## src/hdl/tse_pkg.sv

```systemverilog
// Shared types and constants of the time-series point encoder.
package tse_pkg;

    localparam logic [1:0] TS_PFX_7  = 2'b10;
    localparam logic [2:0] TS_PFX_9  = 3'b110;
    localparam logic [3:0] TS_PFX_12 = 4'b1110;
    localparam logic [3:0] TS_PFX_32 = 4'b1111;
    localparam logic [1:0] VAL_REUSE = 2'b10;
    localparam logic [1:0] VAL_NEW   = 2'b11;
    localparam logic [4:0] LEAD_MAX  = 5'd31;
    localparam logic signed [63:0] DOD_MIN_7  = -64'sd63;
    localparam logic signed [63:0] DOD_MIN_9  = -64'sd255;
    localparam logic signed [63:0] DOD_MIN_12 = -64'sd2047;
    localparam logic [6:0] CHUNK_MAX = 7'd64;

    typedef enum logic [1:0] {
        VK_RAW,
        VK_ZERO,
        VK_ONE,
        VK_SPLIT
    } vkind_t;

    typedef struct packed {
        logic [63:0] ts_bits;
        logic [6:0]  ts_len;
        logic        ovf;
        vkind_t      kind;
        logic [63:0] xval;
        logic [5:0]  trail;
        logic [6:0]  vlen;
        logic [12:0] ctrl;
        logic [3:0]  ctrl_len;
    } point_rec_t;

    typedef struct packed {
        logic [63:0] bits;
        logic [6:0]  len;
        logic        last;
        logic        ovf;
    } chunk_t;

endpackage

```

## src/hdl/tse_fifo.sv

```systemverilog
// Short register queue of classified points between the front and back parts.
module tse_fifo import tse_pkg::*; #(
    parameter int DEPTH = 4
) (
    input  logic       aclk,
    input  logic       aresetn,
    input  logic       push,
    input  point_rec_t push_rec,
    output logic       full,
    input  logic       pop,
    output point_rec_t head_rec,
    output logic       empty
);

    localparam int AW = (DEPTH > 1) ? $clog2(DEPTH) : 1;
    localparam int CW = $clog2(DEPTH + 1);

    point_rec_t    mem_reg [DEPTH];
    logic [AW-1:0] wr_ptr_reg;
    logic [AW-1:0] rd_ptr_reg;
    logic [CW-1:0] count_reg;

    assign full     = (count_reg == CW'(DEPTH));
    assign empty    = (count_reg == '0);
    assign head_rec = mem_reg[rd_ptr_reg];

    always_ff @(posedge aclk) begin
        if (!aresetn) begin
            wr_ptr_reg <= '0;
            rd_ptr_reg <= '0;
            count_reg  <= '0;
        end else begin
            if (push) begin
                wr_ptr_reg <= (wr_ptr_reg == AW'(DEPTH - 1)) ? '0 : wr_ptr_reg + 1'b1;
            end
            if (pop) begin
                rd_ptr_reg <= (rd_ptr_reg == AW'(DEPTH - 1)) ? '0 : rd_ptr_reg + 1'b1;
            end
            if (push && !pop) begin
                count_reg <= count_reg + 1'b1;
            end else if (pop && !push) begin
                count_reg <= count_reg - 1'b1;
            end
        end
    end

    always_ff @(posedge aclk) begin
        if (push) begin
            mem_reg[wr_ptr_reg] <= push_rec;
        end
    end

endmodule

```

## src/hdl/tse_front.sv

```systemverilog
// Front part: accepts points, tracks series state and classifies each code.
module tse_front import tse_pkg::*; (
    input  logic        aclk,
    input  logic        aresetn,
    input  logic        in_valid,
    output logic        in_ready,
    input  logic [63:0] in_ts,
    input  logic [63:0] in_val,
    input  logic        in_first,
    output logic        push,
    output point_rec_t  push_rec,
    input  logic        q_full
);

    logic        s1_valid_reg;
    logic        s1_first_reg;
    logic [63:0] s1_ts_reg;
    logic [63:0] s1_delta_reg;
    logic [63:0] s1_prev_delta_reg;
    logic [63:0] s1_x_reg;

    logic [63:0] last_ts_reg;
    logic [63:0] last_delta_reg;
    logic [63:0] last_val_reg;
    logic [4:0]  win_lead_reg;
    logic [6:0]  win_len_reg;
    logic        win_valid_reg;

    logic               accept;
    logic [63:0]        delta;
    logic [63:0]        dodu;
    logic signed [63:0] dod;
    logic [6:0]         f7;
    logic [8:0]         f9;
    logic [11:0]        f12;
    logic [31:0]        f32;
    logic [63:0]        ts_bits;
    logic [6:0]         ts_len;
    logic               ts_ovf;
    logic [4:0]         lead;
    logic [5:0]         trail;
    logic [6:0]         vlen;
    logic               x_zero;
    logic               win_match;
    logic [12:0]        ctrl;
    logic [3:0]         ctrl_len;
    logic [7:0]         total_len;

    function automatic logic [4:0] lead_count(input logic [63:0] x);
        logic [4:0] n;
        logic       found;
        n     = LEAD_MAX;
        found = 1'b0;
        for (int i = 0; i < 31; i++) begin
            if (!found && x[63 - i]) begin
                n     = 5'(i);
                found = 1'b1;
            end
        end
        return n;
    endfunction

    function automatic logic [5:0] trail_count(input logic [63:0] x);
        logic [5:0] n;
        logic       found;
        n     = '0;
        found = 1'b0;
        for (int i = 0; i < 64; i++) begin
            if (!found && x[i]) begin
                n     = 6'(i);
                found = 1'b1;
            end
        end
        return n;
    endfunction

    assign in_ready = !s1_valid_reg || !q_full;
    assign accept   = in_valid && in_ready;
    assign push     = s1_valid_reg && !q_full;
    assign delta    = in_ts - last_ts_reg;

    always_ff @(posedge aclk) begin
        if (!aresetn) begin
            s1_valid_reg   <= 1'b0;
            last_ts_reg    <= '0;
            last_delta_reg <= '0;
            last_val_reg   <= '0;
        end else begin
            if (accept) begin
                s1_valid_reg <= 1'b1;
                last_ts_reg  <= in_ts;
                last_val_reg <= in_val;
                last_delta_reg <= in_first ? 64'd0 : delta;
            end else if (push) begin
                s1_valid_reg <= 1'b0;
            end
        end
    end

    always_ff @(posedge aclk) begin
        if (accept) begin
            s1_first_reg      <= in_first;
            s1_ts_reg         <= in_ts;
            s1_delta_reg      <= delta;
            s1_prev_delta_reg <= last_delta_reg;
            s1_x_reg          <= in_first ? in_val : (in_val ^ last_val_reg);
        end
    end

    assign dodu = s1_delta_reg - s1_prev_delta_reg;
    assign dod  = signed'(dodu);
    assign f7   = (dodu == 64'd64)         ? 7'd0  : dodu[6:0];
    assign f9   = (dodu == 64'd256)        ? 9'd0  : dodu[8:0];
    assign f12  = (dodu == 64'd2048)       ? 12'd0 : dodu[11:0];
    assign f32  = (dodu == 64'h8000_0000)  ? 32'd0 : dodu[31:0];

    always_comb begin
        ts_ovf = 1'b0;
        priority if (dod == 64'sd0) begin
            ts_bits = '0;
            ts_len  = 7'd1;
        end else if (dod >= DOD_MIN_7 && dod <= 64'sd64) begin
            ts_bits = {55'd0, TS_PFX_7, f7};
            ts_len  = 7'd9;
        end else if (dod >= DOD_MIN_9 && dod <= 64'sd256) begin
            ts_bits = {52'd0, TS_PFX_9, f9};
            ts_len  = 7'd12;
        end else if (dod >= DOD_MIN_12 && dod <= 64'sd2048) begin
            ts_bits = {48'd0, TS_PFX_12, f12};
            ts_len  = 7'd16;
        end else begin
            ts_bits = {28'd0, TS_PFX_32, f32};
            ts_len  = 7'd36;
            ts_ovf  = (dod < -64'sh8000_0000) || (dod > 64'sh8000_0000);
        end
    end

    assign x_zero    = (s1_x_reg == '0);
    assign lead      = lead_count(s1_x_reg);
    assign trail     = trail_count(s1_x_reg);
    assign vlen      = CHUNK_MAX - 7'(lead) - 7'(trail);
    assign win_match = win_valid_reg && (lead == win_lead_reg) && (vlen == win_len_reg);
    assign ctrl      = win_match ? {11'd0, VAL_REUSE} : {VAL_NEW, lead, 6'(vlen - 7'd1)};
    assign ctrl_len  = win_match ? 4'd2 : 4'd13;
    assign total_len = {1'b0, vlen} + 8'(ctrl_len);

    always_comb begin
        push_rec.ts_bits  = ts_bits;
        push_rec.ts_len   = ts_len;
        push_rec.ovf      = ts_ovf;
        push_rec.xval     = s1_x_reg;
        push_rec.trail    = trail;
        push_rec.vlen     = vlen;
        push_rec.ctrl     = ctrl;
        push_rec.ctrl_len = ctrl_len;
        if (s1_first_reg) begin
            push_rec.ts_bits = s1_ts_reg;
            push_rec.ts_len  = CHUNK_MAX;
            push_rec.ovf     = 1'b0;
            push_rec.kind    = VK_RAW;
            push_rec.trail   = '0;
            push_rec.vlen    = CHUNK_MAX;
        end else if (x_zero) begin
            push_rec.kind = VK_ZERO;
        end else if (total_len <= 8'(CHUNK_MAX)) begin
            push_rec.kind = VK_ONE;
        end else begin
            push_rec.kind = VK_SPLIT;
        end
    end

    always_ff @(posedge aclk) begin
        if (!aresetn) begin
            win_valid_reg <= 1'b0;
            win_lead_reg  <= '0;
            win_len_reg   <= '0;
        end else if (push) begin
            if (s1_first_reg) begin
                win_valid_reg <= 1'b0;
                win_lead_reg  <= '0;
                win_len_reg   <= '0;
            end else if (!x_zero && !win_match) begin
                win_valid_reg <= 1'b1;
                win_lead_reg  <= lead;
                win_len_reg   <= vlen;
            end
        end
    end

endmodule

```

## src/hdl/tse_back.sv

```systemverilog
// Back part: aligns the value payload and sends each point as two or three chunks.
module tse_back import tse_pkg::*; (
    input  logic       aclk,
    input  logic       aresetn,
    input  logic       q_empty,
    input  point_rec_t q_rec,
    output logic       q_pop,
    output logic       out_valid,
    input  logic       out_ready,
    output chunk_t     out_chunk
);

    point_rec_t  work_reg;
    logic [63:0] payload_reg;
    logic        work_valid_reg;
    logic [1:0]  idx_reg;
    logic        out_valid_reg;
    chunk_t      out_chunk_reg;

    logic   out_free;
    logic   emit;
    chunk_t chunk;

    assign out_free  = !out_valid_reg || out_ready;
    assign emit      = work_valid_reg && out_free;
    assign q_pop     = !q_empty && (!work_valid_reg || (emit && chunk.last));
    assign out_valid = out_valid_reg;
    assign out_chunk = out_chunk_reg;

    always_comb begin
        chunk = '{bits: '0, len: 7'd1, last: 1'b0, ovf: 1'b0};
        if (idx_reg == 2'd0) begin
            chunk.bits = work_reg.ts_bits;
            chunk.len  = work_reg.ts_len;
            chunk.ovf  = work_reg.ovf;
        end else if (idx_reg == 2'd1) begin
            unique case (work_reg.kind)
                VK_RAW: begin
                    chunk.bits = payload_reg;
                    chunk.len  = work_reg.vlen;
                    chunk.last = 1'b1;
                end
                VK_ZERO: begin
                    chunk.last = 1'b1;
                end
                VK_ONE: begin
                    chunk.bits = (64'(work_reg.ctrl) << work_reg.vlen) | payload_reg;
                    chunk.len  = 7'(work_reg.ctrl_len) + work_reg.vlen;
                    chunk.last = 1'b1;
                end
                VK_SPLIT: begin
                    chunk.bits = 64'(work_reg.ctrl);
                    chunk.len  = 7'(work_reg.ctrl_len);
                end
                default: begin
                    chunk.last = 1'b1;
                end
            endcase
        end else begin
            chunk.bits = payload_reg;
            chunk.len  = work_reg.vlen;
            chunk.last = 1'b1;
        end
    end

    always_ff @(posedge aclk) begin
        if (!aresetn) begin
            work_valid_reg <= 1'b0;
            idx_reg        <= '0;
            out_valid_reg  <= 1'b0;
        end else begin
            if (q_pop) begin
                work_valid_reg <= 1'b1;
                idx_reg        <= '0;
            end else if (emit) begin
                if (chunk.last) begin
                    work_valid_reg <= 1'b0;
                end
                idx_reg <= idx_reg + 1'b1;
            end
            if (emit) begin
                out_valid_reg <= 1'b1;
            end else if (out_free) begin
                out_valid_reg <= 1'b0;
            end
        end
    end

    always_ff @(posedge aclk) begin
        if (q_pop) begin
            work_reg    <= q_rec;
            payload_reg <= q_rec.xval >> q_rec.trail;
        end
        if (emit) begin
            out_chunk_reg <= chunk;
        end
    end

endmodule

```

## src/hdl/time_series_point_encoder_top.sv

```systemverilog
// A point passes the front stage register, the queue, the work register and the output register.
// The output register sends one chunk per cycle while m_tready is high and points are queued.
// The back part's chunk sequencer sends two chunks per point, three for a split value code.
// The queue of QUEUE_DEPTH points lets the front keep accepting while the output stalls.
// Synchronous active-low reset clears all series state, the window and every valid flag.
module time_series_point_encoder_top import tse_pkg::*; #(
    parameter int QUEUE_DEPTH = 4
) (
    input  logic         aclk,
    input  logic         aresetn,
    input  logic         s_tvalid,
    output logic         s_tready,
    input  logic [127:0] s_tdata,  // timestamp [63:0], sample_bits [127:64]
    input  logic [0:0]   s_tuser,  // first_point [0]
    output logic         m_tvalid,
    input  logic         m_tready,
    output logic [71:0]  m_tdata,  // code_bits [63:0], code_length [70:64], zero [71]
    output logic [0:0]   m_tuser,  // dod_overflow [0]
    output logic         m_tlast
);

    logic       push;
    point_rec_t push_rec;
    logic       q_full;
    logic       q_pop;
    point_rec_t head_rec;
    logic       q_empty;
    chunk_t     out_chunk;

    tse_front u_front (
        .aclk     (aclk),
        .aresetn  (aresetn),
        .in_valid (s_tvalid),
        .in_ready (s_tready),
        .in_ts    (s_tdata[63:0]),
        .in_val   (s_tdata[127:64]),
        .in_first (s_tuser[0]),
        .push     (push),
        .push_rec (push_rec),
        .q_full   (q_full)
    );

    tse_fifo #(
        .DEPTH (QUEUE_DEPTH)
    ) u_fifo (
        .aclk     (aclk),
        .aresetn  (aresetn),
        .push     (push),
        .push_rec (push_rec),
        .full     (q_full),
        .pop      (q_pop),
        .head_rec (head_rec),
        .empty    (q_empty)
    );

    tse_back u_back (
        .aclk      (aclk),
        .aresetn   (aresetn),
        .q_empty   (q_empty),
        .q_rec     (head_rec),
        .q_pop     (q_pop),
        .out_valid (m_tvalid),
        .out_ready (m_tready),
        .out_chunk (out_chunk)
    );

    assign m_tdata = {1'b0, out_chunk.len, out_chunk.bits};
    assign m_tuser = out_chunk.ovf;
    assign m_tlast = out_chunk.last;

    a_len_range: assert property (@(posedge aclk) disable iff (!aresetn)
        m_tvalid |-> (m_tdata[70:64] != 7'd0) && (m_tdata[70:64] <= CHUNK_MAX))
        else $error("chunk length out of range");

    a_ovf_long: assert property (@(posedge aclk) disable iff (!aresetn)
        (m_tvalid && m_tuser[0]) |-> (m_tdata[70:64] == 7'd36) && !m_tlast)
        else $error("overflow flag on a chunk that is not a long timestamp code");

    a_no_overrun: assert property (@(posedge aclk) disable iff (!aresetn)
        q_full |-> !push)
        else $error("queue written while full");

endmodule

```

## config.mk

```make
export PLATFORM = sky130hd
export DESIGN_NAME = time_series_point_encoder_top
export DESIGN_NICKNAME = d
export VERILOG_FILES = /design/src/hdl/tse_pkg.sv /design/src/hdl/tse_fifo.sv /design/src/hdl/tse_front.sv /design/src/hdl/tse_back.sv /design/src/hdl/time_series_point_encoder_top.sv
export SDC_FILE = /design/constraint.sdc
export NUM_CORES = 2
export LEC_CHECK = 0
export BUFFER_PORTS_ARGS = -buffer_cell sky130_fd_sc_hd__buf_2
export CORE_ASPECT_RATIO = 1.1
export CORE_MARGIN = 8
export CORE_UTILIZATION = 57
export CTS_CLUSTER_DIAMETER = 80
export DETAILED_ROUTE_END_ITERATION = 7
export GPL_TIMING_DRIVEN = 0
export MAX_ROUTING_LAYER = met4
export PLACE_DENSITY = 0.78
export SYNTH_ARGS = -nofsm -noshare
export SYNTH_HDL_FRONTEND = slang
export SYNTH_HIERARCHICAL = 1
export SYNTH_SLANG_ARGS = --single-unit
```

## constraint.sdc

```tcl
create_clock -name aclk -period 10.55 [get_ports aclk]
set_input_delay 1.055 -clock aclk [delete_from_list [all_inputs] [get_ports aclk]]
set_output_delay 1.055 -clock aclk [all_outputs]
set_load 0.01 [all_outputs]
```

-- Yosys cells after proc, flatten, opt, wreduce, memory -nomap -nowiden
Memory sizes are Yosys's and may differ from the RTL's. A register that Yosys moved wholly into a read port is not among the register bits.
Cells that the tools add are included.
- add/sub/neg operators: 12
- multiply operators: 0
- div/mod/pow operators: 0
- order comparisons: 9
- equality and inequality tests: 13
- shift-type cells: 2
- muxes and demuxes: 238
- bitwise operators: 3
- reduce and logical (&&, ||, !) cells: 227
- operators with widths (cell ; count):
    $mux W64 ; 5
    $mux W5 ; 49
    $pmux W71 S3 ; 1
    $mux W6 ; 33
    $mux W72 ; 2
    $logic_not A64 Y1 ; 2
    $sub A64 B64 Y64 ; 2
    $mux W1 ; 112
    $logic_and A1 B1 Y1 ; 106
    $logic_not A1 Y1 ; 102
    $mux W71 ; 1
    $eq A64 B12 Y1 const B ; 1
    $eq A64 B32 Y1 const B ; 1
    $eq A64 B7 Y1 const B ; 1
    $eq A64 B9 Y1 const B ; 1
    $ge A64 B12 Y1 const B ; 1
    $ge A64 B7 Y1 const B ; 1
    $ge A64 B9 Y1 const B ; 1
    $gt A64 B33 Y1 const B ; 1
    $le A64 B10 Y1 const B ; 1
    $le A64 B13 Y1 const B ; 1
    $le A64 B8 Y1 const B ; 1
    $lt A64 B32 Y1 const B ; 1
    $or A64 B64 Y64 ; 1
    34 further kinds ; 76
- register bits: 709
- latch bits: 0
- RAM bits: 672
- memory bits (read-only): 0
- input bits: 133
- output and inout bits: 76
- word-level logic and storage cells: 535
- memories: 1
- memory list (memory ; words ; width ; rd ports ; clocked after Yosys merged registers in ; write ports ; line ; RTL):
    u_fifo.mem_reg ; 4 ; 168 ; 1 ; 1 ; 1 ; tse_fifo.sv:18 ; point_rec_t mem_reg [DEPTH];

-- Logic depth before layout (Yosys ltp)
- depth in word-level cells: 199
- mapped depth: 35
- gate-level depth less buffers: 35

-- By module
The synthesis kept the hierarchy.
- modules (own cells, without submodules) (module ; instances ; cells each ; area an instance (µm²) ; seq. area each (µm²)):
    tse_front ; 1 ; 3028 ; 27757.9 ; 11841.4
    tse_fifo ; 1 ; 922 ; 24698.7 ; 20359.5
    tse_back ; 1 ; 1281 ; 15204.6 ; 7136.8
    time_series_point_encoder_top ; 1 ; 2 ; 11.3 ; 0.0

-- Least setup slack after synthesis
No wires, ideal clock.
- kind: input to register
- start point: input m_tready
- end point: register u_fifo.count_reg[2]
- setup time: 0.076 ns
- data arrival time: 9.813 ns
- required time: 10.474 ns
- path slack: 0.661 ns
- stages on the path: 10
- path buffers: 0
- cells stage by stage: nand2b_1 a21oi_1 nor2_1 inv_1 ha_1 inv_1 fa_1 xor2_1 or3_1 a21boi_0
- word-level cells in the longest chain between the ends: 8
- elaborated cells on any way between the ends: 10
- those cells by class: mux: 1; reduce/logical: 9
- RTL lines (item ; line ; RTL):
    start: declaration ; time_series_point_encoder_top.sv:16 ; input logic m_tready,
    $logic_or A1 B1 Y1 * ; tse_back.sv:24 ; assign out_free = !out_valid_reg || out_ready;
    $logic_and A1 B1 Y1 * ; tse_back.sv:25 ; assign emit = work_valid_reg && out_free;
    $logic_and A1 B1 Y1 * ; tse_back.sv:26 ; assign q_pop = !q_empty && (!work_valid_reg || (emit && chunk.last));
    $logic_or A1 B1 Y1 * ; tse_back.sv:26 ;
    $logic_and A1 B1 Y1 * ; tse_back.sv:26 ;
    via q_pop ; time_series_point_encoder_top.sv:25 ; logic q_pop;
    $logic_not A1 Y1 ; tse_fifo.sv:39 ; if (push && !pop) begin
    $logic_and A1 B1 Y1 ; tse_fifo.sv:39 ;
    $mux W3 / $reduce_bool A2 Y1 (equally long branches) ; n/a ;
    end signal: assignment ; tse_fifo.sv:40 ; count_reg <= count_reg + 1'b1;
    end signal: assignment ; tse_fifo.sv:42 ; count_reg <= count_reg - 1'b1;
    end: declaration ; tse_fifo.sv:21 ; logic [CW-1:0] count_reg;
The timed path passes the listed nets; every way through them passes the cells marked *.
A chain may end at the register's enable or synchronous reset.

==> reports/results.md <==
| Parameter | Value | Unit |
|---|---|---|
| Layout Utilization | 64.4 | % |
| Cell row count | 132 | - |
| Layout overhead on the synthesized area | 12.1 | % |
| Number of enable-type register cells in the synthesized netlist | 1164 | - |
| Maximum clock path buffer count | 3 | - |
| WL/cell | 28.0 | µm |
| Cells taking the most area after synthesis | sky130_fd_sc_hd__edfxtp_1 52%, sky130_fd_sc_hd__mux4_2 8.5%, sky130_fd_sc_hd__dfxtp_1 6.5%, sky130_fd_sc_hd__nand2_1 3.3%, sky130_fd_sc_hd__ha_1 2.8% | - |
| Antenna violation net count after detailed routing | 0 | - |
| PD cells | 278 | nW/µm² |
| DRC viols | 0 | - |
| Flop and latch count out of synthesis | 1383 | - |
| Final Hold Viols | 0 | - |
| Most frequent cells in the layout | 1164 x sky130_fd_sc_hd__edfxtp_1, 586 x sky130_fd_sc_hd__nand2_1, 263 x sky130_fd_sc_hd__nor2_1 | - |
| First-pass GRT wire length | 298000 | µm |
| Maximum net fanout on the critical path | 11 | - |
| Yosys Warn Count | 6 | - |
| Unique masters post-synth | 109 | - |
| Leading register cell type out of synthesis | sky130_fd_sc_hd__edfxtp_1 | - |
| Global-route congestion overflow total | 0 | - |
| Clock-pin transition on the worst setup and hold timing paths | 60 | ps |
| Clock tree root driver cell | sky130_fd_sc_hd__clkbuf_16 | - |
| Fin crit period | 9840 | ps |
| Worst IR Drop VDD | 164 | µV |
| Post-synthesis average cell area | 12.9 | µm² |
| Slew Viols, Final | 0 | - |
| Slowest cell on crit path | sky130_fd_sc_hd__xor2_1 | - |
| Effective utilization at floorplan | 57.5 | % |
| Hold Crit Depth | 0 | - |
| Area of all placed cells without fillers | 75800 | µm² |
| Met3 usage | 4.92 | % |
| Number of buffers inserted for hold repair after clock tree synthesis | 0 | - |
| Minimum setup slack among reg-to-reg paths | 710 | ps |
| Number of flip-flops under the largest register name | 672 | - |
| Post-DP Area | 71200 | µm² |
| Num CTS Buffers | 136 | - |
| Die area | 130000 | µm² |
| Initial detailed-routing violation count | 5805 | - |
| Clock latency of the later-clocked register in the worst-skew pair | 770 | ps |
| Final worst path period share | 93.3 | % |
| Post-DR vias/cell | 6.51 | - |
| Result of the run | complete, no violations | - |
| Commonest non-fill, non-tap cell in the layout | sky130_fd_sc_hd__edfxtp_1 | - |
| Antenna violations before repair | 14 | - |
| Tot GR Track Use | 31.7 | % |
| GPL Wtd Cong | 1.02 | - |
| Max_cap viols | 0 | - |
| Most used routing layer | met2 | - |
| Clock sink total | 1383 | - |
| Aggregate negative setup slack | 0 | ps |
| Setup WS post-layout | 712 | ps |
| Filler Cells Inserted | 8435 | - |
| Fraction of met1 tracks used by global routing | 40.5 | % |
| Number of input and output port buffers inserted | 207 | - |
| Crit path capture type | register | - |
| Fraction of registers with async set or reset after synthesis | 0 | % |
| CP Launch Type | register | - |
| Pre-CTS setup slack | 1130 | ps |
| DRT Wirelength | 204000 | µm |
| Clock tree from TritonCTS | yes | - |
| Netlist area before placement | 67700 | µm² |
| Sequential-to-total area share from yosys stat | 58.1 | % |
| Post-CTS Repair Setup Buffers | 0 | - |
| I/O pin total | 209 | - |
| Fraction of final layout cells with drive strength greater than 1 | 15.6 | % |
| Via count | 47.3k | - |
| DP Cell Count | 7004 | - |
| Standard cell core area | 118000 | µm² |
| Setup repair after global routing missed its margin | false | - |
| Data required time of the worst path | 11020 | ps |
| Arrival time worst endpoint | 10310 | ps |
| Synth Instances | 5233 | - |
| Via count of the first global-routing pass | 46.5k | - |
| Maximum frequency from static timing analysis | 0.102 | GHz |
| Met2 Use GR | 50.5 | % |
| Clock tree skew after final layout | 31.1 | ps |
| Number of failing setup endpoints in the final timing report | 0 | - |
| Worst slew margin relative to its limit | 3.17 | % |
| Maximum number of pins on one net before global-route repair | 73 | - |
| Htree depth | 4 | - |
| Horizontal extent of the die | 345 | µm |
| Type of the setup path with the least slack | reg -> reg | - |
| Actual slew at the worst max-slew pin | 1450 | ps |
| Post-synthesis net count | 5526 | - |
| Worst hold-check path type | reg -> reg | - |
| Cell type contributing the most total cell area after synthesis | sky130_fd_sc_hd__edfxtp_1 | - |
| Worst reg-to-reg path cell count | 31 | - |
| Post-layout net count | 5894 | - |
| Area occupied by multi-input gates | 26100 | µm² |
| Area share of the largest cell type after synthesis | 51.7 | % |
| Non-filler instance count after layout | 7260 | - |
| DP HPWL | 149000 | µm |
| Die height | 377 | µm |
| Max stage delay on crit path | 690 | ps |
| Number of gates resized after CTS | 0 | - |
| Leakage power of the design | 0.0267 | µW |
| Sequential cell area | 39300 | µm² |
| Number of iterations in the first detailed-routing pass | 6 | - |
[per-stage QoR]
step                      hold WS [ps]  power [µW]
after floorplan                    408       13000
after global placement             412       16300
after detailed placement           415       15900
after CTS                          417       20900
after global routing               435       21700
final                              415       21100
[synth_stat cells, drive strengths merged, types with 42 or more instances]
| library cell | n |
|---|---|
| nand2b | 107 |
| clkbuf | 174 |
| a22oi | 72 |
| buf | 114 |
| nand3 | 55 |
| a21o | 92 |
| mux2i | 93 |
| mux4 | 261 |
| nor4 | 42 |
| xor2 | 54 |
| nor2 | 264 |
| edfxtp | 1164 |
| xnor2 | 143 |
| o21ai | 155 |
| nor2b | 104 |
| and2 | 67 |
| a21boi | 146 |
| dfxtp | 219 |
| ha | 154 |
| o221ai | 45 |
| inv | 209 |
| mux2 | 49 |
| a21oi | 231 |
| nand2 | 586 |
| nor3 | 73 |
[report_power, final]
part | internal, µW | total (µW) | switching, µW
logic | 3080 | 8400 | 5330
clock network | 2840 | 4960 | 2120
registers | 7170 | 7690 | 521
total | 13100 | 21100 | 7970
[worst paths after layout]
path / startpoint / endpoint
worst min register to register: u_front/last_delta_reg[36] / u_front/s1_prev_delta_reg[36]
worst max register to register: u_front/s1_x_reg[0] / u_fifo/mem_reg[1][94]
worst max-delay path: u_front/s1_x_reg[0] / u_fifo/mem_reg[1][94]
worst min-delay path: u_front/last_delta_reg[36] / u_front/s1_prev_delta_reg[36]
[final cells by class]
class / count / share of cell area (%)
multi-input combinational: 3348 / 34.5
clock inverter: 76 / 1.17
inverter: 214 / 1.06
sequential: 1383 / 51.9
clock buffer: 176 / 4.89
buffer: 288 / 1.88
timing repair buffer: 230 / 2.13
tap: 1541 / 2.54
antenna: 4 / 0.0132
[logic make-up (layout without fill, tap and decap cells)]
| group | after synthesis | after routing | synth area share (%) |
|---|---|---|---|
| and+or+nand+nor | 1452 | 1452 | 10.3 |
| DFF | 1383 | 1383 | 58.1 |
| AOI/OAI and AO/OA | 1134 | 1134 | 11.8 |
| buffers and inverters | 502 | 984 | 3.29 |
| muxes | 403 | 403 | 10.9 |
| xor gates and xnor gates | 197 | 197 | 2.55 |
| adders and majority gates | 160 | 160 | 3.02 |
| other | 2 | 6 | 0.0111 |
[critical path, delay by kind of cell, from the launching register on]
family / cells / cell delay, ps
AOI/OAI and AO/OA: 7 / 1160
xor gates and xnor gates: 3 / 980
adders and majority gates: 4 / 1260
buffers and inverters: 2 / 540
DFF: 1 / 540
and+or+nand+nor: 15 / 5030
[per-layer routing]
| metal | up-vias | share of wire [%] |
|---|---|---|
| met5 | - | 0 |
| met4 | 0 | 5.2 |
| met3 | 517 | 8.8 |
| met2 | 2683 | 48 |
| met1 | 23400 | 38 |
| li1 | 20700 | - |
No activity file was read; power rests on OpenSTA's default activity.
